## src/hw/rtl/pcst_pkg.sv

```systemverilog
// ----------------------------------------------------------------------------
// pcst_pkg
// Shared types and constants of the parent-to-child/sibling table block.
// ----------------------------------------------------------------------------
`default_nettype none

package pcst_pkg;

  // Default table capacity.
  localparam int unsigned MaxNodesDef = 64;

  // Width of a node index on the ports; parents can only name this span.
  localparam int unsigned NodeW   = 6;
  localparam int unsigned ParSpan = 2 ** NodeW;

  // Parent code that marks the root.
  localparam logic [NodeW:0] ParentRoot = 7'h7F;

  typedef enum logic [1:0] {
    KindClear  = 2'd0,
    KindLoad   = 2'd1,
    KindQuery  = 2'd2,
    KindUnused = 2'd3
  } kind_e;

  typedef enum logic [1:0] {
    StOk    = 2'd0,
    StFull  = 2'd1,
    StRange = 2'd2
  } status_e;

  typedef enum logic {
    StIdle   = 1'b0,
    StFinish = 1'b1
  } state_e;

  // Controller to datapath.
  typedef struct packed {
    logic capture;  // latch the input beat and issue the table reads
    logic finish;   // apply the updates and load the result register
  } cmd_t;

  // Datapath to controller.
  typedef struct packed {
    logic nop;       // incoming beat has the unused kind
    logic out_busy;  // result register full and not taken this cycle
  } sts_t;

endpackage

`default_nettype wire

```

## src/hw/rtl/pcst_if.sv

```systemverilog
// ----------------------------------------------------------------------------
// pcst_if
// Valid/ready channels for request beats and result beats.
// ----------------------------------------------------------------------------
`default_nettype none

interface pcst_in_if;
  logic              valid;
  logic              ready;
  logic [1:0]        kind;
  logic signed [6:0] parent;
  logic [5:0]        node;

  modport source (output valid, output kind, output parent, output node, input ready);
  modport sink   (input valid, input kind, input parent, input node, output ready);
endinterface

interface pcst_out_if;
  logic       valid;
  logic       ready;
  logic [1:0] status;
  logic [5:0] father;
  logic       has_father;
  logic [5:0] first_child;
  logic       has_first_child;
  logic [5:0] next_sibling;
  logic       has_next_sibling;
  logic [5:0] root_node;
  logic       has_root;
  logic [6:0] node_count;

  modport source (
    output valid, output status, output father, output has_father,
    output first_child, output has_first_child, output next_sibling,
    output has_next_sibling, output root_node, output has_root, output node_count,
    input ready
  );
  modport sink (
    input valid, input status, input father, input has_father,
    input first_child, input has_first_child, input next_sibling,
    input has_next_sibling, input root_node, input has_root, input node_count,
    output ready
  );
endinterface

`default_nettype wire

```

## src/hw/rtl/pcst_ctrl.sv

```systemverilog
// ----------------------------------------------------------------------------
// pcst_ctrl
// Two-state sequencer: capture a beat, then finish it once the result
// register can take it.
// ----------------------------------------------------------------------------
`default_nettype none

module pcst_ctrl (
  input  logic           clk_i,
  input  logic           rst_ni,
  input  logic           in_valid_i,
  output logic           in_ready_o,
  input  pcst_pkg::sts_t sts_i,
  output pcst_pkg::cmd_t cmd_o
);

  pcst_pkg::state_e state_q, state_d;

  always_ff @(posedge clk_i or negedge rst_ni) begin
    if (!rst_ni) begin
      state_q <= pcst_pkg::StIdle;
    end else begin
      state_q <= state_d;
    end
  end

  always_comb begin
    state_d       = state_q;
    in_ready_o    = 1'b0;
    cmd_o.capture = 1'b0;
    cmd_o.finish  = 1'b0;
    unique case (state_q)
      pcst_pkg::StIdle: begin
        in_ready_o    = 1'b1;
        cmd_o.capture = in_valid_i;
        // drop the unused kind right here
        if (in_valid_i && !sts_i.nop) begin
          state_d = pcst_pkg::StFinish;
        end
      end
      pcst_pkg::StFinish: begin
        // hold until the result register frees up
        if (!sts_i.out_busy) begin
          cmd_o.finish = 1'b1;
          state_d      = pcst_pkg::StIdle;
        end
      end
      default: begin
        state_d = pcst_pkg::StIdle;
      end
    endcase
  end

endmodule

`default_nettype wire

```

## src/hw/rtl/pcst_dp.sv

```systemverilog
// ----------------------------------------------------------------------------
// pcst_dp
// Tables, counters and result register of the tree builder.
// ----------------------------------------------------------------------------
`default_nettype none

module pcst_dp #(
  parameter int unsigned MAX_NODES = pcst_pkg::MaxNodesDef
) (
  input  logic              clk_i,
  input  logic              rst_ni,
  input  pcst_pkg::cmd_t    cmd_i,
  output pcst_pkg::sts_t    sts_o,
  input  logic [1:0]        kind_i,
  input  logic signed [6:0] parent_i,
  input  logic [5:0]        node_i,
  input  logic              out_ready_i,
  output logic              out_valid_o,
  output logic [1:0]        status_o,
  output logic [5:0]        father_o,
  output logic              has_father_o,
  output logic [5:0]        first_child_o,
  output logic              has_first_child_o,
  output logic [5:0]        next_sibling_o,
  output logic              has_next_sibling_o,
  output logic [5:0]        root_node_o,
  output logic              has_root_o,
  output logic [6:0]        node_count_o
);

  localparam int unsigned IdxW     = $clog2(MAX_NODES);
  localparam int unsigned CntW     = $clog2(MAX_NODES + 1);
  localparam int unsigned ParDepth =
      (MAX_NODES < pcst_pkg::ParSpan) ? MAX_NODES : pcst_pkg::ParSpan;
  localparam int unsigned ParW     = $clog2(ParDepth);

  // Beat captured for the finish cycle.
  pcst_pkg::kind_e kind_q;
  logic [6:0]      parent_q;
  logic [5:0]      node_q;

  // Control state.
  logic [CntW-1:0]     count_q, count_d;
  logic [5:0]          root_idx_q, root_idx_d;
  logic                root_valid_q, root_valid_d;
  logic [ParDepth-1:0] child_valid_q, child_valid_d;

  // Tables: {valid, father}, {valid, sibling}, {first child, last child}.
  logic [6:0]        father_mem [MAX_NODES];
  logic [IdxW:0]     sib_mem    [MAX_NODES];
  logic [2*IdxW-1:0] child_mem  [ParDepth];

  logic [6:0]        father_rd_q;
  logic [IdxW:0]     sib_rd_q;
  logic [2*IdxW-1:0] child_rd_q;

  // Result register.
  logic       out_valid_q;
  logic [1:0] status_q;
  logic [5:0] father_q, first_child_q, next_sibling_q, root_node_q;
  logic       has_father_q, has_first_child_q, has_next_sibling_q, has_root_q;
  logic [6:0] node_count_q;

  logic [IdxW-1:0] cur_idx;
  logic            full;
  logic [31:0]     node_ext;
  logic [IdxW-1:0] node_rd_idx;
  logic [ParW-1:0] child_rd_idx;
  logic            load_cap;

  logic            in_range;
  logic            is_root;
  logic [ParW-1:0] par_idx;
  logic            has_child;
  logic [IdxW-1:0] last_idx;
  logic [IdxW-1:0] first_idx;
  logic            do_load;
  logic            link;

  logic            sib_we;
  logic [IdxW-1:0] sib_wa;
  logic [IdxW:0]   sib_wd;

  logic            k_ok;
  logic [31:0]     cur_ext, first_ext, sib_ext, cnt_ext;
  logic [1:0]      status_d;
  logic [5:0]      father_d, first_child_d, next_sibling_d;
  logic            has_father_d, has_first_child_d, has_next_sibling_d;

  // --- capture side --------------------------------------------------------
  assign cur_idx      = count_q[IdxW-1:0];
  assign full         = (32'(count_q) == MAX_NODES);
  assign node_ext     = 32'(node_i);
  assign node_rd_idx  = node_ext[IdxW-1:0];
  assign child_rd_idx = (kind_i == pcst_pkg::KindQuery) ? node_i[ParW-1:0]
                                                        : parent_i[ParW-1:0];
  assign load_cap     = cmd_i.capture && (kind_i == pcst_pkg::KindLoad) && !full;

  assign sts_o.nop      = (kind_i == pcst_pkg::KindUnused);
  assign sts_o.out_busy = out_valid_q && !out_ready_i;

  always_ff @(posedge clk_i) begin
    if (cmd_i.capture) begin
      kind_q   <= pcst_pkg::kind_e'(kind_i);
      parent_q <= parent_i;
      node_q   <= node_i;
    end
  end

  // --- finish side ---------------------------------------------------------
  assign in_range  = !parent_q[6] && (32'(parent_q[5:0]) < MAX_NODES);
  assign is_root   = (parent_q == pcst_pkg::ParentRoot);
  assign par_idx   = parent_q[ParW-1:0];
  assign has_child = child_valid_q[par_idx];
  assign last_idx  = child_rd_q[IdxW-1:0];
  assign first_idx = child_rd_q[2*IdxW-1:IdxW];
  assign do_load   = cmd_i.finish && (kind_q == pcst_pkg::KindLoad) && !full;
  assign link      = do_load && in_range;

  // Sibling port: invalidate the new node at capture, chain it at finish.
  always_comb begin
    sib_we = 1'b0;
    sib_wa = cur_idx;
    sib_wd = '0;
    if (load_cap) begin
      sib_we = 1'b1;
    end else if (link && has_child) begin
      sib_we = 1'b1;
      sib_wa = last_idx;
      sib_wd = {1'b1, cur_idx};
    end
  end

  always_ff @(posedge clk_i) begin
    if (do_load) begin
      father_mem[cur_idx] <= {in_range, parent_q[5:0]};
    end
    if (cmd_i.capture) begin
      father_rd_q <= father_mem[node_rd_idx];
    end
  end

  always_ff @(posedge clk_i) begin
    if (sib_we) begin
      sib_mem[sib_wa] <= sib_wd;
    end
    if (cmd_i.capture) begin
      sib_rd_q <= sib_mem[node_rd_idx];
    end
  end

  always_ff @(posedge clk_i) begin
    if (link) begin
      child_mem[par_idx] <= {(has_child ? first_idx : cur_idx), cur_idx};
    end
    if (cmd_i.capture) begin
      child_rd_q <= child_mem[child_rd_idx];
    end
  end

  always_comb begin
    count_d       = count_q;
    root_idx_d    = root_idx_q;
    root_valid_d  = root_valid_q;
    child_valid_d = child_valid_q;
    cur_ext       = 32'(cur_idx);
    if (cmd_i.finish && (kind_q == pcst_pkg::KindClear)) begin
      count_d       = '0;
      root_idx_d    = '0;
      root_valid_d  = 1'b0;
      child_valid_d = '0;
    end else if (do_load) begin
      count_d = count_q + CntW'(1);
      if (is_root) begin
        root_idx_d   = cur_ext[5:0];
        root_valid_d = 1'b1;
      end
      if (link) begin
        child_valid_d[par_idx] = 1'b1;
      end
    end
  end

  always_ff @(posedge clk_i or negedge rst_ni) begin
    if (!rst_ni) begin
      count_q       <= '0;
      root_idx_q    <= '0;
      root_valid_q  <= 1'b0;
      child_valid_q <= '0;
    end else begin
      count_q       <= count_d;
      root_idx_q    <= root_idx_d;
      root_valid_q  <= root_valid_d;
      child_valid_q <= child_valid_d;
    end
  end

  // --- result --------------------------------------------------------------
  assign k_ok      = (32'(node_q) < 32'(count_q));
  assign first_ext = 32'(first_idx);
  assign sib_ext   = 32'(sib_rd_q[IdxW-1:0]);
  assign cnt_ext   = 32'(count_d);

  always_comb begin
    status_d           = pcst_pkg::StOk;
    father_d           = '0;
    has_father_d       = 1'b0;
    first_child_d      = '0;
    has_first_child_d  = 1'b0;
    next_sibling_d     = '0;
    has_next_sibling_d = 1'b0;
    unique case (kind_q)
      pcst_pkg::KindClear: begin
        status_d = pcst_pkg::StOk;
      end
      pcst_pkg::KindLoad: begin
        status_d = full ? pcst_pkg::StFull : pcst_pkg::StOk;
      end
      pcst_pkg::KindQuery: begin
        if (!k_ok) begin
          status_d = pcst_pkg::StRange;
        end else begin
          if (father_rd_q[6]) begin
            father_d     = father_rd_q[5:0];
            has_father_d = 1'b1;
          end
          if (child_valid_q[node_q[ParW-1:0]]) begin
            first_child_d     = first_ext[5:0];
            has_first_child_d = 1'b1;
          end
          if (sib_rd_q[IdxW]) begin
            next_sibling_d     = sib_ext[5:0];
            has_next_sibling_d = 1'b1;
          end
        end
      end
      default: begin
        status_d = pcst_pkg::StOk;
      end
    endcase
  end

  always_ff @(posedge clk_i or negedge rst_ni) begin
    if (!rst_ni) begin
      out_valid_q <= 1'b0;
    end else if (cmd_i.finish) begin
      out_valid_q <= 1'b1;
    end else if (out_ready_i) begin
      out_valid_q <= 1'b0;
    end
  end

  always_ff @(posedge clk_i) begin
    if (cmd_i.finish) begin
      status_q           <= status_d;
      father_q           <= father_d;
      has_father_q       <= has_father_d;
      first_child_q      <= first_child_d;
      has_first_child_q  <= has_first_child_d;
      next_sibling_q     <= next_sibling_d;
      has_next_sibling_q <= has_next_sibling_d;
      root_node_q        <= root_idx_d;
      has_root_q         <= root_valid_d;
      node_count_q       <= cnt_ext[6:0];
    end
  end

  assign out_valid_o        = out_valid_q;
  assign status_o           = status_q;
  assign father_o           = father_q;
  assign has_father_o       = has_father_q;
  assign first_child_o      = first_child_q;
  assign has_first_child_o  = has_first_child_q;
  assign next_sibling_o     = next_sibling_q;
  assign has_next_sibling_o = has_next_sibling_q;
  assign root_node_o        = root_node_q;
  assign has_root_o         = has_root_q;
  assign node_count_o       = node_count_q;

endmodule

`default_nettype wire

```

## src/hw/rtl/parent_to_child_sibling_table.sv

```systemverilog
// Flow: a beat taken in idle loads the result register in the finish state,
//   which waits while the result register is full; no beat is taken there.
//   Child table: read the parent's last child at capture, write back at finish.
// An unused-kind beat is taken in idle and gives no result.
// Reset: counters, root and child valid bits clear at once; the node tables
//   are left unwritten and need no clearing pass, so a beat is taken right away.
// ----------------------------------------------------------------------------
// parent_to_child_sibling_table
// Builds a first-child / next-sibling table from parents given in node order,
// and answers queries on father, first child, next sibling and root.
// ----------------------------------------------------------------------------
`default_nettype none

module parent_to_child_sibling_table #(
  parameter int unsigned MAX_NODES = pcst_pkg::MaxNodesDef
) (
  input  logic       clk_i,
  input  logic       rst_ni,
  pcst_in_if.sink    in_i,
  pcst_out_if.source out_o
);

  pcst_pkg::cmd_t cmd;
  pcst_pkg::sts_t sts;

  // Sequencer: idle takes a beat, finish waits for a free result register.
  pcst_ctrl u_ctrl (
    .clk_i      (clk_i),
    .rst_ni     (rst_ni),
    .in_valid_i (in_i.valid),
    .in_ready_o (in_i.ready),
    .sts_i      (sts),
    .cmd_o      (cmd)
  );

  // Datapath: node tables (father, sibling) sized to MAX_NODES, child table to
  // the smaller of MAX_NODES and the parents the port can name, and the result
  // register that decouples the output so a new beat is taken while one waits.
  pcst_dp #(
    .MAX_NODES (MAX_NODES)
  ) u_dp (
    .clk_i              (clk_i),
    .rst_ni             (rst_ni),
    .cmd_i              (cmd),
    .sts_o              (sts),
    .kind_i             (in_i.kind),
    .parent_i           (in_i.parent),
    .node_i             (in_i.node),
    .out_ready_i        (out_o.ready),
    .out_valid_o        (out_o.valid),
    .status_o           (out_o.status),
    .father_o           (out_o.father),
    .has_father_o       (out_o.has_father),
    .first_child_o      (out_o.first_child),
    .has_first_child_o  (out_o.has_first_child),
    .next_sibling_o     (out_o.next_sibling),
    .has_next_sibling_o (out_o.has_next_sibling),
    .root_node_o        (out_o.root_node),
    .has_root_o         (out_o.has_root),
    .node_count_o       (out_o.node_count)
  );

  // A captured real beat finishes next cycle unless the result side stalls.
  a_capture_then_finish : assert property (
    @(posedge clk_i) disable iff (!rst_ni)
    cmd.capture && !sts.nop |=> cmd.finish || sts.out_busy
  ) else $error("captured beat neither finished nor stalled");

  // Finishing loads the result register.
  a_finish_gives_result : assert property (
    @(posedge clk_i) disable iff (!rst_ni)
    cmd.finish |=> out_o.valid
  ) else $error("finish did not present a result");

  // After a finish the block is back to taking beats.
  a_finish_returns_idle : assert property (
    @(posedge clk_i) disable iff (!rst_ni)
    cmd.finish |=> in_i.ready && !cmd.finish
  ) else $error("block not idle after finish");

endmodule

`default_nettype wire

```

## src/flat_wrapper.sv

```systemverilog
// flat-port wrapper written by rule: the top's interface ports become plain ports
module parent_to_child_sibling_table_flat 
#(
  parameter int unsigned MAX_NODES = pcst_pkg::MaxNodesDef
)
  (clk_i, rst_ni, in_i_valid, in_i_kind, in_i_parent, in_i_node, in_i_ready, out_o_valid, out_o_status, out_o_father, out_o_has_father, out_o_first_child, out_o_has_first_child, out_o_next_sibling, out_o_has_next_sibling, out_o_root_node, out_o_has_root, out_o_node_count, out_o_ready);
  pcst_in_if in_i_i ();
  pcst_out_if out_o_i ();
  input  logic clk_i;
  input  logic rst_ni;
  input wire logic [$bits(in_i_i.valid)-1:0] in_i_valid;
  input wire logic [$bits(in_i_i.kind)-1:0] in_i_kind;
  input wire logic [$bits(in_i_i.parent)-1:0] in_i_parent;
  input wire logic [$bits(in_i_i.node)-1:0] in_i_node;
  output wire logic [$bits(in_i_i.ready)-1:0] in_i_ready;
  output wire logic [$bits(out_o_i.valid)-1:0] out_o_valid;
  output wire logic [$bits(out_o_i.status)-1:0] out_o_status;
  output wire logic [$bits(out_o_i.father)-1:0] out_o_father;
  output wire logic [$bits(out_o_i.has_father)-1:0] out_o_has_father;
  output wire logic [$bits(out_o_i.first_child)-1:0] out_o_first_child;
  output wire logic [$bits(out_o_i.has_first_child)-1:0] out_o_has_first_child;
  output wire logic [$bits(out_o_i.next_sibling)-1:0] out_o_next_sibling;
  output wire logic [$bits(out_o_i.has_next_sibling)-1:0] out_o_has_next_sibling;
  output wire logic [$bits(out_o_i.root_node)-1:0] out_o_root_node;
  output wire logic [$bits(out_o_i.has_root)-1:0] out_o_has_root;
  output wire logic [$bits(out_o_i.node_count)-1:0] out_o_node_count;
  input wire logic [$bits(out_o_i.ready)-1:0] out_o_ready;
  assign in_i_i.valid = in_i_valid;
  assign in_i_i.kind = in_i_kind;
  assign in_i_i.parent = in_i_parent;
  assign in_i_i.node = in_i_node;
  assign in_i_ready = in_i_i.ready;
  assign out_o_valid = out_o_i.valid;
  assign out_o_status = out_o_i.status;
  assign out_o_father = out_o_i.father;
  assign out_o_has_father = out_o_i.has_father;
  assign out_o_first_child = out_o_i.first_child;
  assign out_o_has_first_child = out_o_i.has_first_child;
  assign out_o_next_sibling = out_o_i.next_sibling;
  assign out_o_has_next_sibling = out_o_i.has_next_sibling;
  assign out_o_root_node = out_o_i.root_node;
  assign out_o_has_root = out_o_i.has_root;
  assign out_o_node_count = out_o_i.node_count;
  assign out_o_i.ready = out_o_ready;
  parent_to_child_sibling_table #(.MAX_NODES(MAX_NODES)) u_core (.clk_i(clk_i), .rst_ni(rst_ni), .in_i(in_i_i), .out_o(out_o_i));
endmodule
```

## config.mk

```make
export PLATFORM = sky130hd
export DESIGN_NAME = parent_to_child_sibling_table_flat
export DESIGN_NICKNAME = d
export VERILOG_FILES = /design/src/hw/rtl/pcst_pkg.sv /design/src/hw/rtl/pcst_if.sv /design/src/hw/rtl/pcst_ctrl.sv /design/src/hw/rtl/pcst_dp.sv /design/src/hw/rtl/parent_to_child_sibling_table.sv /design/src/flat_wrapper.sv
export SDC_FILE = /design/constraint.sdc
export NUM_CORES = 2
export LEC_CHECK = 0
export BUFFER_PORTS_ARGS = -buffer_cell sky130_fd_sc_hd__buf_2
export CORE_MARGIN = 2
export CORE_UTILIZATION = 40
export DETAILED_ROUTE_END_ITERATION = 10
export GPL_TIMING_DRIVEN = 0
export PLACE_DENSITY = 0.59
export RECOVER_POWER = 50
export SETUP_SLACK_MARGIN = 0.4
export SLEW_MARGIN = 20
export SYNTH_ARGS = -nofsm -noshare
export SYNTH_HDL_FRONTEND = slang
export SYNTH_SLANG_ARGS = --single-unit
```

## constraint.sdc

```tcl
create_clock -name clk_i -period 6 [get_ports clk_i]
set_input_delay 0.3 -clock clk_i [delete_from_list [all_inputs] [get_ports clk_i]]
set_output_delay 0.3 -clock clk_i [all_outputs]
set_load 0.05 [all_outputs]
```

# [After elaboration in Yosys (flattened, before gate mapping)]
# Memory sizes are Yosys's and may differ from the RTL's. A register that Yosys moved wholly into a read port is not among the register bits.
# Index checks and enable logic that the tools add are counted.
[totals] register_bits=132 latch_bits=0 ram_bits=1664 romBits=0 inputBits=19 word_cells=105 mem_count=3
[mem_list] name="u_core.u_dp.child_mem" words=64 word_bits=12 rd=1 rd_ports_with_merged_regs=1 wr=1 line_no="pcst_dp.sv:51" rtl="logic [2*IdxW-1:0] child_mem [ParDepth];"
[mem_list] name="u_core.u_dp.father_mem" words=64 word_bits=7 rd=1 rd_ports_with_merged_regs=1 wr=1 line_no="pcst_dp.sv:49" rtl="logic [6:0] father_mem [MAX_NODES];"
[mem_list] name="u_core.u_dp.sib_mem" words=64 word_bits=7 rd=1 rd_ports_with_merged_regs=1 wr=1 line_no="pcst_dp.sv:50" rtl="logic [IdxW:0] sib_mem [MAX_NODES];"
[op_classes] addsub=1 n_mul=0 div_mod_pow=0 magnitude_cmp=4 eq_ne=7 shift=0 n_mux=46 bitwise=2 reduce_logical=23
[ops] cell="64-bit two-way mux" count=3
[ops] cell="64-bit bitwise OR" count=1
[ops] cell="6-bit two-way mux" count=7
[ops] cell="7-bit two-way mux" count=4
[ops] cell="1-bit two-way mux" count=26
[ops] cell="7-bit equality test (second input constant)" count=2
[ops] cell="6-bit by 7-bit less-than comparator with 1-bit output (second input constant)" count=2
[ops] cell="1-bit binary-select mux with 6-bit select" count=2
[ops] cell="1-bit logical AND" count=10
[ops] cell="3-bit AND reduction" count=3
[ops] cell="7-bit by 1-bit adder with 7-bit output (second input constant)" count=1
[ops] cell="6-bit by 7-bit less-than comparator with 1-bit output" count=1
[ops] cell="1-bit demux with 6-bit select" count=1
[ops] cell="2-bit equality test (second input constant)" count=3
[ops] cell="6-bit by 1-bit >= comparator with 1-bit output (second input constant)" count=1
[ops] cell="2-bit nonzero test" count=3
[ops] cell="2-bit by 1-bit equality test with 1-bit output (second input constant)" count=2
[ops] cell="1-bit logical NOT" count=4
[ops] cell="2-bit case mux with 2 select lines" count=1
[ops] cell="2-bit AND reduction" count=2
[ops] cell="2-bit logical NOT" count=1
[ops] cell="2-bit two-way mux" count=1
[ops] cell="1-bit case mux with 2 select lines" count=1
[ops] cell="1-bit NOT" count=1

# [Logic depth before layout (Yosys ltp)]
[logic_depth] depth_word=12 mapped_depth=12 ltp_nobuf=9

# [By module]
# A second synthesis with hierarchy kept.
[hier_totals] cells_unflattened=3422 hier_area_um2=71360.9
[by_module_without_submodules] module="pcst_dp" n_inst=1 cells_each=3416 area_per_inst_um2=71307.1 seq_area_each_um2=54287.1
[by_module_without_submodules] module="pcst_ctrl" n_inst=1 cells_each=6 area_per_inst_um2=53.8 seq_area_each_um2=25.0

# [Worst setup path after synthesis]
# No wires, ideal clock.
[synth_path] kind="reg2reg" from="register u_core.u_dp.parent_q[2]" to="memory u_core.u_dp.sib_mem[0][0] in the netlist's numbering (data pin)" setup_time_ns=0.681 arrival_time_ns=5.113 required_time_ns=5.319 path_slack_ns=0.205 stages_incl_launch_ff=10 n_path_buf=4 synth_period_minus_slack_ns=5.795 cell_sequence="edfxtp_1 buf_2 buf_4 buf_2 mux4_2 nor2_1 o31ai_1 a22oi_2 buf_4 nor3_1"
[synth_via] elab_chain_len=5
[synth_rtl] element="from (decl)" line_no="pcst_dp.sv:39" rtl="logic [6:0] parent_q;"
[synth_rtl] element="from (signal assigned)" line_no="pcst_dp.sv:105" rtl="parent_q <= parent_i;"
[synth_rtl] element="1-bit binary-select mux with 6-bit select" line_no="pcst_dp.sv:114" rtl="assign has_child = child_valid_q[par_idx];"
[synth_rtl] element="1-bit two-way mux (implied by the code)" line_no="pcst_dp.sv:114"
[synth_rtl] element="1-bit logical AND" line_no="pcst_dp.sv:127" rtl="end else if (link && has_child) begin"
[synth_rtl] element="7-bit two-way mux" line_no="pcst_dp.sv:127"
[synth_rtl] element="7-bit two-way mux" line_no="pcst_dp.sv:125" rtl="if (load_cap) begin"
[synth_rtl] element="via u_core.u_dp.sib_wd[0]" line_no="pcst_dp.sv:82" rtl="logic [IdxW:0] sib_wd;"
[synth_rtl] element="to (decl)" line_no="pcst_dp.sv:50"
# The timed path passes the listed nets, and every way through them passes these cells. The select of a mux whose other input is x is not followed.

# [Final worst setup path]
[layout_path] from="input port in_i_node[0]" to="register u_core.u_dp.child_rd_q[1], read port of u_core.u_dp.child_mem (data pin)"
[layout_via] elab_chain_len=1
[layout_rtl] element="from (decl)" line_no="flat_wrapper.sv:14" rtl="input wire logic [$bits(in_i_i.node)-1:0] in_i_node;"
[layout_rtl] element="6-bit two-way mux" line_no="pcst_dp.sv:95" rtl="assign child_rd_idx = (kind_i == pcst_pkg::KindQuery) ? node_i[ParW-1:0]"
[layout_rtl] element="to (decl)" line_no="pcst_dp.sv:55" rtl="logic [2*IdxW-1:0] child_rd_q;"
# Every way passes these cells.
# A chain may end at the register's enable or synchronous reset.

==> results.cfg <==
[run_status]
status = finished with violations
violations = capacitance limit, slew limit

[routing]
postRouteWirelength_mm = 211
final_antenna_net_count = 0
viasPerCell = 5.87
num_vias = 40100
wl_per_cell_um = 30.9
drc_errors = 0
drt_pass1_iterations = 6
drt_iter0_drc = 5405

[floorplan]
start_util = 0.401
die-area_mm2 = 0.184
core-area_mm2 = 0.180
rows = 156
die_h_um = 429
io_pins = 58
die_x_um = 429

[run]
maxCapViolations = 14

[synth]
ys.warnings.count = 0
syn-num-nets = 3935
synth_top_area_share = 0.724
mappedNetlistArea_mm2 = 0.0723
yosysSeqAreaShare = 0.751
netlist.top_cell.by_area = edfxtp_1
synth_most_common_cell = edfxtp_1
ys_top_cells_by_count = 1,742 x edfxtp_1, 466 x nand2_1, 355 x mux4_2
syn_area_per_cell_um2 = 18.5
netlist_instances = 3906
synth_cell_type_count = 80
ys_top_cells_by_area = edfxtp_1 72%, mux4_2 11%, dfrtp_1 2.8%, nand2_1 2.4%, mux2i_1 1.7%
synthArstFlopShare = 0.0439
synth_flop_cell = edfxtp_1
synth_edf_count = 1742
ys_ff_latch = 1822

[power_and_ir_drop]
irDropWorstVdd_uv = 279
power_leakage_uw = 0.0277
p_per_area_mw_per_mm2 = 357

[timing]
rsz0062_at_grt = false
fin_skew_ns = 0.0406
fin_ws_ns = 0.533
worst_pin_slew_ns = 3.32
hold_viol = 0
clock.fmax_ghz = 0.183
slew_viol_final = 423
fin_crit_ns = 5.47
relSlewSlack = -1.22
fin_crit_sh = 0.911
holdWs_ns = 0.282
setup_viol = 0

[setup_path]
end_kind = flop
cp_data_required_time_ns = 6.52
crit_start = in_i_node[0]
crit_end = u_core.u_dp.child_rd_q[1]
worstSetupStartpointType = input port
reg2reg_from = u_core.u_dp.parent_q[2]
critPathKind = input port to flop
critPathMaxFanout = 10
worst_r2r_path_depth = 12
rrSetupSlack_ns = 0.59
arrival_ns = 5.98
r2r-end = u_core.u_dp.sib_mem[60][0]

[global_route]
grt_max_degree = 72
grt_pass1_wl_mm = 297
antenna_found_initial = 13
track_usage = 0.228
grt_overflow = 0
grt_pass1_vias = 39700

[clock_network]
clkTransAtPathRegs_ns = 0.06
cts_setup_buffers = 0
htree_levels = 4
clock_latency_ns = 0.83
cts_root_buffer = clkbuf_16
numCtsBuffers = 181
cts_buffer_depth = 3
cts_tree = built
clock-sinks = 1822

[layout]
nets = 4336
final_layout_size_suffix_gt1_frac = 0.210
synthToLayoutAreaGrowth_pct = 15.2
nFillCells = 15200
fin_area_mm2 = 0.0833

[placed_design]
gp_routability_congestion = 0.912
place_hpwl_mm = 150
io_buffer_count = 57
place_area_mm2 = 0.0779
dp_slack_ns = 0.906

[worst_hold_path]
hold_path_class = input port to flop
sequential cells by signal, summed over array words and instances (netlist names), 7 cells and up:
signal / cells
u_core.u_dp.count_q: 7
u_core.u_dp.father_rd_q: 7
u_core.u_dp.child_valid_q: 64
u_core.u_dp.parent_q: 7
u_core.u_dp.node_count_o: 7
u_core.u_dp.father_mem: 448
u_core.u_dp.child_rd_q: 12
u_core.u_dp.sib_mem: 448
u_core.u_dp.child_mem: 768
u_core.u_dp.sib_rd_q: 7
worst min path at each step:
stage / slack, ns / start / to / cells after the start
2_1_floorplan: 0.004 / rst_ni / u_core.u_ctrl.state_q / 0
3_5_place_dp: 0.24 / rst_ni / u_core.u_dp.child_valid_q[23] / 1
3_3_place_gp: 0.49 / u_core.u_dp.child_valid_q[30] / u_core.u_dp.child_valid_q[30] / 1
4_1_cts: 0.03 / rst_ni / u_core.u_dp.child_valid_q[21] / 3
5_1_grt: 0.25 / in_i_parent[6] / u_core.u_dp.parent_q[6] / 2
6_report: 0.28 / in_i_parent[6] / u_core.u_dp.parent_q[6] / 2
per-layer routing:
layer / vias to the layer above / wire [um] / GRT usage
met4: 4 / 10000 / 0.0956
met1: 21000 / 81300 / 0.297
met5: - / 22 / 0
met3: 470 / 17200 / 0.0437
li1: 16600 / - / -
met2: 2077 / 103000 / 0.375
cells by family (layout without fill, tap and decap cells):
| kind of cell | after synthesis | in the layout | synth area share |
|---|---|---|---|
| flops | 1822 | 1822 | 0.751 |
| simple gates | 963 | 963 | 0.0584 |
| mux | 504 | 504 | 0.135 |
| compound gates | 353 | 353 | 0.0359 |
| buf+inv | 250 | 805 | 0.0173 |
| fa+ha+maj | 10 | 10 | 0.00173 |
| xor+xnor | 4 | 4 | 0.000485 |
| other cells | 0 | 2 | 0 |
critical path, stage by stage:
cell           delay [ns]
dlygate4sd3_1        0.52
clkbuf_1             0.67
buf_2                0.37
buf_2                0.46
nand2_1              0.23
o21ai_0              1.05
clkbuf_1             0.72
clkbuf_1             0.71
nand3_1              0.22
a31oi_1              0.46
nor4_2               0.20
where the power goes:
group          internal, uW  leakage, uW  switching (uW)
logic                   842      0.00729            2480
clock network          6500      0.00288            4850
registers             14800       0.0176             233
total                 22100       0.0277            7570
cells in the final DEF (no fill, tap or decap), types with 78 or more instances in the layout:
cell / n
edfxtp_1: 1742
nand2_1: 466
mux4_2: 355
clkbuf_1: 238
clkbuf_16: 185
nand3_1: 179
nor2_1: 132
mux2i_1: 126
buf_2: 78
dfrtp_1: 78
cell type report:
cell class                 count  area [um2]  area share
antenna                        2        5.00   0.0000601
inverter                      22        82.6    0.000992
clock buffer                 230        4820      0.0579
multi-input combinational   1834       17100       0.205
sequential                  1822       54300       0.652
clock inverter               107        1060      0.0127
buffer                       228        1170      0.0141
tap                         2370        2970      0.0356
timing repair buffer         218        1770      0.0213
stage by stage:
step           instances   util  total power [uW]  setup TNS [ns]
2_1_floorplan       3906      -             17000               0
3_3_place_gp        6333  0.419             18400        -3339.79
3_5_place_dp        6472  0.432             18700               0
4_1_cts             6829  0.466             29900               0
5_1_grt             6832  0.462             30500               0
6_report            6833  0.462             29700               0
what timing repair did:
action	in CTS	in global routing
hold endpoints to repair	98	0
hold buffers	20	0
resized for setup	0	0
No activity file was read; power rests on OpenSTA's default activity.
